--- src/hw/rtl/acm_pkg.sv ---
// Shared types, widths and the square-root digit step for the accelerometer
// sample converter. No dependencies.
package acm_pkg;

   localparam int BYTE_W    = 8;
   localparam int DROP_BITS = 4;
   localparam int AXIS_W    = 12;
   localparam int PROD_W    = 2 * AXIS_W;
   // The largest square is 2048^2 = 2^22, so the squares need 23 bits.
   localparam int SQ_W      = 2 * AXIS_W - 1;
   // Three squares sum below 2^24.
   localparam int SUM_W     = SQ_W + 1;
   localparam int ROOT_W    = SUM_W / 2;
   localparam int REM_W     = ROOT_W + 2;
   localparam int DIGITS_PER_STAGE = 2;
   localparam int SQRT_STAGES      = ROOT_W / DIGITS_PER_STAGE;
   localparam int TAG_W     = 3 * AXIS_W;
   localparam int REQ_W     = 6 * BYTE_W;
   localparam int RSP_W     = 4 * AXIS_W;
   localparam logic [ROOT_W-1:0] MAG_MAX = ROOT_W'(3547);

   typedef logic signed [AXIS_W-1:0] axis_type;

   typedef struct packed {
      logic [REM_W-1:0]  rem;
      logic [ROOT_W-1:0] root;
      logic [SUM_W-1:0]  rad;
   } sqrt_state_type;

   // One binary digit (one root bit) of restoring square root: bring down two radicand bits
   // and try to subtract 4*root + 1.
   function automatic sqrt_state_type sqrt_digit(input sqrt_state_type cur);
      logic [REM_W+1:0] rem_sh;
      logic [REM_W+1:0] trial;
      sqrt_state_type   nxt;
      rem_sh = {cur.rem, cur.rad[SUM_W-1 -: 2]};
      trial  = (REM_W+2)'({cur.root, 2'b01});
      nxt.rad = {cur.rad[SUM_W-3:0], 2'b00};
      if (rem_sh >= trial) begin
         nxt.rem  = REM_W'(rem_sh - trial);
         nxt.root = {cur.root[ROOT_W-2:0], 1'b1};
      end else begin
         nxt.rem  = rem_sh[REM_W-1:0];
         nxt.root = {cur.root[ROOT_W-2:0], 1'b0};
      end
      return nxt;
   endfunction

endpackage

--- src/hw/rtl/acm_isqrt.sv ---
// Pipelined floor integer square root, two result bits per stage, with a
// side-band tag that travels alongside. Depends on acm_pkg.
module acm_isqrt (
   input  logic                          clock,
   input  logic                          reset,
   input  logic                          en,
   input  logic                          in_valid,
   input  logic [acm_pkg::SUM_W-1:0]     in_rad,
   input  logic [acm_pkg::TAG_W-1:0]     in_tag,
   output logic                          out_valid,
   output logic [acm_pkg::ROOT_W-1:0]    out_root,
   output logic [acm_pkg::TAG_W-1:0]     out_tag
);
   import acm_pkg::*;

   logic           valid_ff [SQRT_STAGES];
   sqrt_state_type st_ff    [SQRT_STAGES];
   sqrt_state_type st_in    [SQRT_STAGES];
   sqrt_state_type src      [SQRT_STAGES];
   logic [TAG_W-1:0] tag_ff [SQRT_STAGES];

   always_comb begin
      src[0].rem  = '0;
      src[0].root = '0;
      src[0].rad  = in_rad;
      for (int s = 1; s < SQRT_STAGES; s++) begin
         src[s] = st_ff[s-1];
      end
      for (int s = 0; s < SQRT_STAGES; s++) begin
         st_in[s] = src[s];
         for (int d = 0; d < DIGITS_PER_STAGE; d++) begin
            st_in[s] = sqrt_digit(st_in[s]);
         end
      end
   end

   always_ff @(posedge clock) begin
      if (reset) begin
         for (int s = 0; s < SQRT_STAGES; s++) begin
            valid_ff[s] <= 1'b0;
         end
      end else if (en) begin
         valid_ff[0] <= in_valid;
         for (int s = 1; s < SQRT_STAGES; s++) begin
            valid_ff[s] <= valid_ff[s-1];
         end
      end
   end

   always_ff @(posedge clock) begin
      if (en) begin
         tag_ff[0] <= in_tag;
         for (int s = 1; s < SQRT_STAGES; s++) begin
            tag_ff[s] <= tag_ff[s-1];
         end
         for (int s = 0; s < SQRT_STAGES; s++) begin
            st_ff[s] <= st_in[s];
         end
      end
   end

   assign out_valid = valid_ff[SQRT_STAGES-1];
   assign out_root  = st_ff[SQRT_STAGES-1].root;
   assign out_tag   = tag_ff[SQRT_STAGES-1];

endmodule

--- src/hw/rtl/accel_sample_convert_magnitude.sv ---
// Top level of the accelerometer sample converter: byte unpacking, squaring,
// summing and the square-root pipeline. Depends on acm_pkg and acm_isqrt.
//
//   channel | direction | carries
//   req_    | in        | one raw sample: high and low byte per axis
//   rsp_    | out       | signed X, Y, Z counts and vector magnitude
//
// A sample is taken every cycle unless the output is held; the transfer loads
// the first of nine register stages (3 arithmetic
// stages plus 6 square-root stages, two root bits each).
// The last square-root stage is the output register.
// Reset clears only the valid bits; the data registers are not reset.
// When the output is held and not taken, the whole pipeline holds with it.
module accel_sample_convert_magnitude (
   input  logic                       clock,
   input  logic                       reset,
   input  logic                       req_tvalid,
   output logic                       req_tready,
   // [7:0] x_high, [15:8] x_low, [23:16] y_high, [31:24] y_low,
   // [39:32] z_high, [47:40] z_low
   input  logic [acm_pkg::REQ_W-1:0]  req_tdata,
   output logic                       rsp_tvalid,
   input  logic                       rsp_tready,
   // [11:0] x_accel, [23:12] y_accel, [35:24] z_accel, [47:36] magnitude
   output logic [acm_pkg::RSP_W-1:0]  rsp_tdata
);
   import acm_pkg::*;

   logic en;

   // Stage 1: axis counts
   logic     cnt_valid_ff;
   axis_type x_ff, y_ff, z_ff;
   axis_type x_in, y_in, z_in;

   // Stage 2: squares
   logic              sq_valid_ff;
   logic [SQ_W-1:0]   xsq_ff, ysq_ff, zsq_ff;
   logic [PROD_W-1:0] xsq_in, ysq_in, zsq_in;
   logic [TAG_W-1:0]  sq_tag_ff;

   // Stage 3: sum
   logic              sum_valid_ff;
   logic [SUM_W-1:0]  sum_ff;
   logic [SUM_W-1:0]  sum_in;
   logic [TAG_W-1:0]  sum_tag_ff;

   logic              out_valid;
   logic [ROOT_W-1:0] out_root;
   logic [TAG_W-1:0]  out_tag;

   // Advance everything unless a finished result is waiting.
   assign en         = !out_valid || rsp_tready;
   assign req_tready = en;

   always_comb begin
      // Drop the low nibble of each low byte; the 12 bits left are two's complement.
      x_in = {req_tdata[0*BYTE_W +: BYTE_W], req_tdata[1*BYTE_W + DROP_BITS +: DROP_BITS]};
      y_in = {req_tdata[2*BYTE_W +: BYTE_W], req_tdata[3*BYTE_W + DROP_BITS +: DROP_BITS]};
      z_in = {req_tdata[4*BYTE_W +: BYTE_W], req_tdata[5*BYTE_W + DROP_BITS +: DROP_BITS]};
      xsq_in = PROD_W'(x_ff * x_ff);
      ysq_in = PROD_W'(y_ff * y_ff);
      zsq_in = PROD_W'(z_ff * z_ff);
      sum_in = SUM_W'(xsq_ff) + SUM_W'(ysq_ff) + SUM_W'(zsq_ff);
   end

   always_ff @(posedge clock) begin
      if (reset) begin
         cnt_valid_ff <= 1'b0;
         sq_valid_ff  <= 1'b0;
         sum_valid_ff <= 1'b0;
      end else if (en) begin
         cnt_valid_ff <= req_tvalid;
         sq_valid_ff  <= cnt_valid_ff;
         sum_valid_ff <= sq_valid_ff;
      end
   end

   always_ff @(posedge clock) begin
      if (en) begin
         x_ff       <= x_in;
         y_ff       <= y_in;
         z_ff       <= z_in;
         xsq_ff     <= xsq_in[SQ_W-1:0];
         ysq_ff     <= ysq_in[SQ_W-1:0];
         zsq_ff     <= zsq_in[SQ_W-1:0];
         sq_tag_ff  <= {z_ff, y_ff, x_ff};
         sum_ff     <= sum_in;
         sum_tag_ff <= sq_tag_ff;
      end
   end

   acm_isqrt u_isqrt (
      .clock     (clock),
      .reset     (reset),
      .en        (en),
      .in_valid  (sum_valid_ff),
      .in_rad    (sum_ff),
      .in_tag    (sum_tag_ff),
      .out_valid (out_valid),
      .out_root  (out_root),
      .out_tag   (out_tag)
   );

   assign rsp_tvalid = out_valid;
   assign rsp_tdata  = {out_root, out_tag};

endmodule

--- config.mk ---
export PLATFORM = sky130hd
export DESIGN_NAME = accel_sample_convert_magnitude
export DESIGN_NICKNAME = d
export VERILOG_FILES = /design/src/hw/rtl/acm_pkg.sv /design/src/hw/rtl/acm_isqrt.sv /design/src/hw/rtl/accel_sample_convert_magnitude.sv
export SDC_FILE = /design/constraint.sdc
export NUM_CORES = 2
export LEC_CHECK = 0
export BUFFER_PORTS_ARGS = -buffer_cell sky130_fd_sc_hd__buf_2
export CAP_MARGIN = 20
export CORE_ASPECT_RATIO = 0.75
export CORE_UTILIZATION = 40
export DETAILED_ROUTE_END_ITERATION = 10
export PLACE_DENSITY = 0.65
export SYNTH_ARGS = -nofsm -noshare
export SYNTH_HDL_FRONTEND = slang
export SYNTH_SLANG_ARGS = --single-unit
export TNS_END_PERCENT = 10
--- constraint.sdc ---
create_clock -name clock -period 13.2 [get_ports clock]
set_clock_uncertainty 0.1 [all_clocks]
set_input_delay 0.66 -clock clock [delete_from_list [all_inputs] [get_ports clock]]
set_output_delay 0.66 -clock clock [all_outputs]
set_load 0.005 [all_outputs]
==> impl_metrics.csv <==
group,metric,value,unit
cts,cts_max_level,2,
setup_path,critPathCaptureType,"register",
routing,ant_nets,0,
layout,final_area,43000,um^2
worst_hold_path,hold_path_depth,1,
cts,cts_tree,"done",
setup_path,worstSetupPathType,"register to register",
timing,max_slew_margin,0.228,
synthesis,synth_warnings,0,
timing,slew_viol_final,0,
placed_design,post_dp_cell_area,40900,um^2
placed_design,io_buffers,89,
grt,track_usage,0.142,
grt,grt_max_degree,186,
routing,via_count,22400,
cts,cts-root-buf,"clkbuf_16",
floorplan,die_width,363,um
routing,drt_iter0_markers,1506,
synthesis,ys_seq_area_frac,0.450,
synthesis,synthFlopType,"edfxtp_1",
floorplan,coreArea,96000,um^2
synthesis,synth_area,39000,um^2
synthesis,syn_inst,3192,
synthesis,yosysUniqueCellTypes,98,
cts,cts.path.max_buffers,3,
grt,grt_overflow,0,
timing,period_minus_slack,6.50,ns
layout,final_cells,4651,
synthesis,synth_seq_cells,586,
synthesis,synth_top_family_by_area,"adder cells",
synthesis,synth-simple-area-share,0.0859,
layout,nets,3997,
cts,cts_resized,0,
placed_design,place.gp.congestion,0.869,
timing,grt_setup_unrepaired,"false",
placed_design,dp_hpwl,51200,um
worst_hold_path,hold_class,"primary input to register",
grt,antenna_found_initial,0,
synthesis,synthMuxAreaShare,0.00981,
timing,clock.fmax,154,MHz
synthesis,synth-async-reset-ratio,0,
synthesis,netlist.area_leader.share,0.449,
synthesis,synth-compound-area-share,0.0701,
layout,final_layout_size_suffix_gt1_frac,0.0821,
setup_path,worstRegToRegCells,19,
setup_path,reg2reg_to,"zsq_ff[22]",
routing,drcViolationCount,0,
grt,grt_pass1_vias,22600,
timing,post-route-period-util,0.492,
layout,nFillCells,8718,
timing,finalSetupTns,0,ns
placed_design,place_inst,4537,
synthesis,synth_fa_ha_area_frac,0.278,
timing,worstMarginPinSlew,1.14,ns
worst_hold_path,min_from,"req_tdata[45]",
synthesis,synth_common_cells,"inv_1, edfxtp_1, fa_1",
timing,hold_violations,0,
floorplan,die_y,272,um
setup_path,r2r_slack,6.70,ns
worst_hold_path,min_to,"z_ff[1]",
synthesis,synth_area_leaders,"edfxtp_1, fa_1, ha_1",
synthesis,avgSynthCellArea,12.2,um^2
floorplan,boundaryPins,102,
routing,vias_per_cell,4.83,
layout,multiInputGateArea,18900,um^2
layout,area_delta_synth_final,10.1,%
routing,dr.pass1.iters,7,
synthesis,synth.most_common_cell,"inv_1",
setup_path,crit_fanout,10,
timing,setup_violations,0,
setup_path,r2r_start,"z_ff[3]",
floorplan,die-area,98800,um^2
status,status,"finished clean",
synthesis,yosys.area.top_type,"edfxtp_1",
routing,wl_per_cell,14.6,um
setup_path,crit_path_start_kind,"register",
routing,routed_wl,67900,um
setup_path,crit_required,13.51,ns
layout,regArea,17600,um^2
setup_path,arrival,6.81,ns
cts,clock-sinks,586,
floorplan,rows,98,
synthesis,synth_edf_count,583,
layout,n_antenna_cell,0,
cts,worstSkewPairLatency,0.67,ns
cts,numCtsBuffers,60,
floorplan,initial_core_util,0.406,
synthesis,synthXorXnorAreaFrac,0.0390,
grt,grt_pass1_wl,114000,um
flow_run,maxCapViolations,0,
cts,cts.clk_slew.worst_paths,0.06,ns
[area by class of cell]
type                    count  share of cell area
clock buffers              64              0.0353
clock inverters            48              0.0114
inverters                 626              0.0549
multi-input cells        1930               0.439
flip-flops and latches    586               0.409
well taps                1300              0.0379
repair buffers             97              0.0122
[flip-flops by register name (all words and copies together) (netlist names), 12 cells and up]
name            cells
xsq_ff             22
sum_tag_ff         36
z_ff               12
y_ff               12
sq_tag_ff          33
u_isqrt.tag_ff    216
ysq_ff             22
zsq_ff             22
sum_ff             24
u_isqrt.st_ff     166
x_ff               12
[logic make-up after synthesis]
kind of cell / Yosys count
compound gates: 402
mux: 36
simple gates: 672
flops: 586
xor+xnor: 172
other cells: 2
buf+inv: 678
fa+ha+maj: 644
[cells in the final DEF (no fill, tap or decap), types with 6 or more instances in the layout]
master      count
and3_1         14
a211oi_1       12
fa_1          374
nor4_1         16
a2111oi_0       6
or3_1          10
o211ai_1       12
nor3_1         41
xor2_1         59
o21a_1         24
nor2b_1        23
clkinvlp_4     12
a31oi_1        10
nor2_1        157
clkbuf_16      60
buf_2          89
a31o_2          6
nand2b_1       19
o21bai_1       14
and2_1         85
edfxtp_1      583
nor3b_1         6
inv_1         620
o31ai_1        17
nand2_1       208
clkinv_1       11
mux2i_1        18
mux2_2         15
a21boi_0       11
o21ai_0        86
ha_1          270
a21oi_1       103
xnor2_1       111
clkinv_2       10
or2_2          19
nand4_1         8
a21o_1         30
nand3_1        28
[per-layer routing]
metal  share of wire  global-route usage
met5               0                   0
met4           0.018              0.0326
met3           0.050              0.0241
met2            0.45               0.218
met1            0.49               0.209
[through the flow]
| step | hold slack [ns] | util | worst slack, ns |
|---|---|---|---|
| floorplan | 0.300 | - | 0.239 |
| global placement | 0.301 | 0.426 | 6.77 |
| detailed placement | 0.305 | 0.426 | 6.72 |
| CTS | 0.00227 | 0.447 | 6.71 |
| global route | 0.0170 | 0.447 | 6.40 |
| finish | 0.0674 | 0.447 | 6.70 |
[critical path: stages, from the launching register on]
cell and delay (ns):
edfxtp_1 0.66, inv_1 0.38, nor2_1 0.16, fa_1 0.45
fa_1 0.49, inv_1 0.06, fa_1 0.55, inv_1 0.05
fa_1 0.47, inv_1 0.05, fa_1 0.47, inv_1 0.04
ha_1 0.24, nor3_1 0.20, o21a_1 0.20, nor3_1 0.09
nor4_1 0.67, nor3_1 0.23, or2_2 0.35, a311o_1 0.35
[repair_timing]
action,in CTS,in global routing
hold buffers,2,0
setup buffers,0,0
hold endpoints to repair,2,0
[worst max-delay path by stage]
stage               start             to  slack, ns
3_3_place_gp      z_ff[3]     zsq_ff[22]       6.77
5_1_grt          x_ff[11]     xsq_ff[22]       6.40
4_1_cts           z_ff[3]     zsq_ff[22]       6.71
6_report          z_ff[3]     zsq_ff[22]       6.70
2_1_floorplan  rsp_tready  sq_tag_ff[10]       0.24
3_5_place_dp      z_ff[3]     zsq_ff[22]       6.72
Power is left out: the tool's default activity adds up to more than one toggle a clock period on the data nets, which glitch-free logic cannot reach.
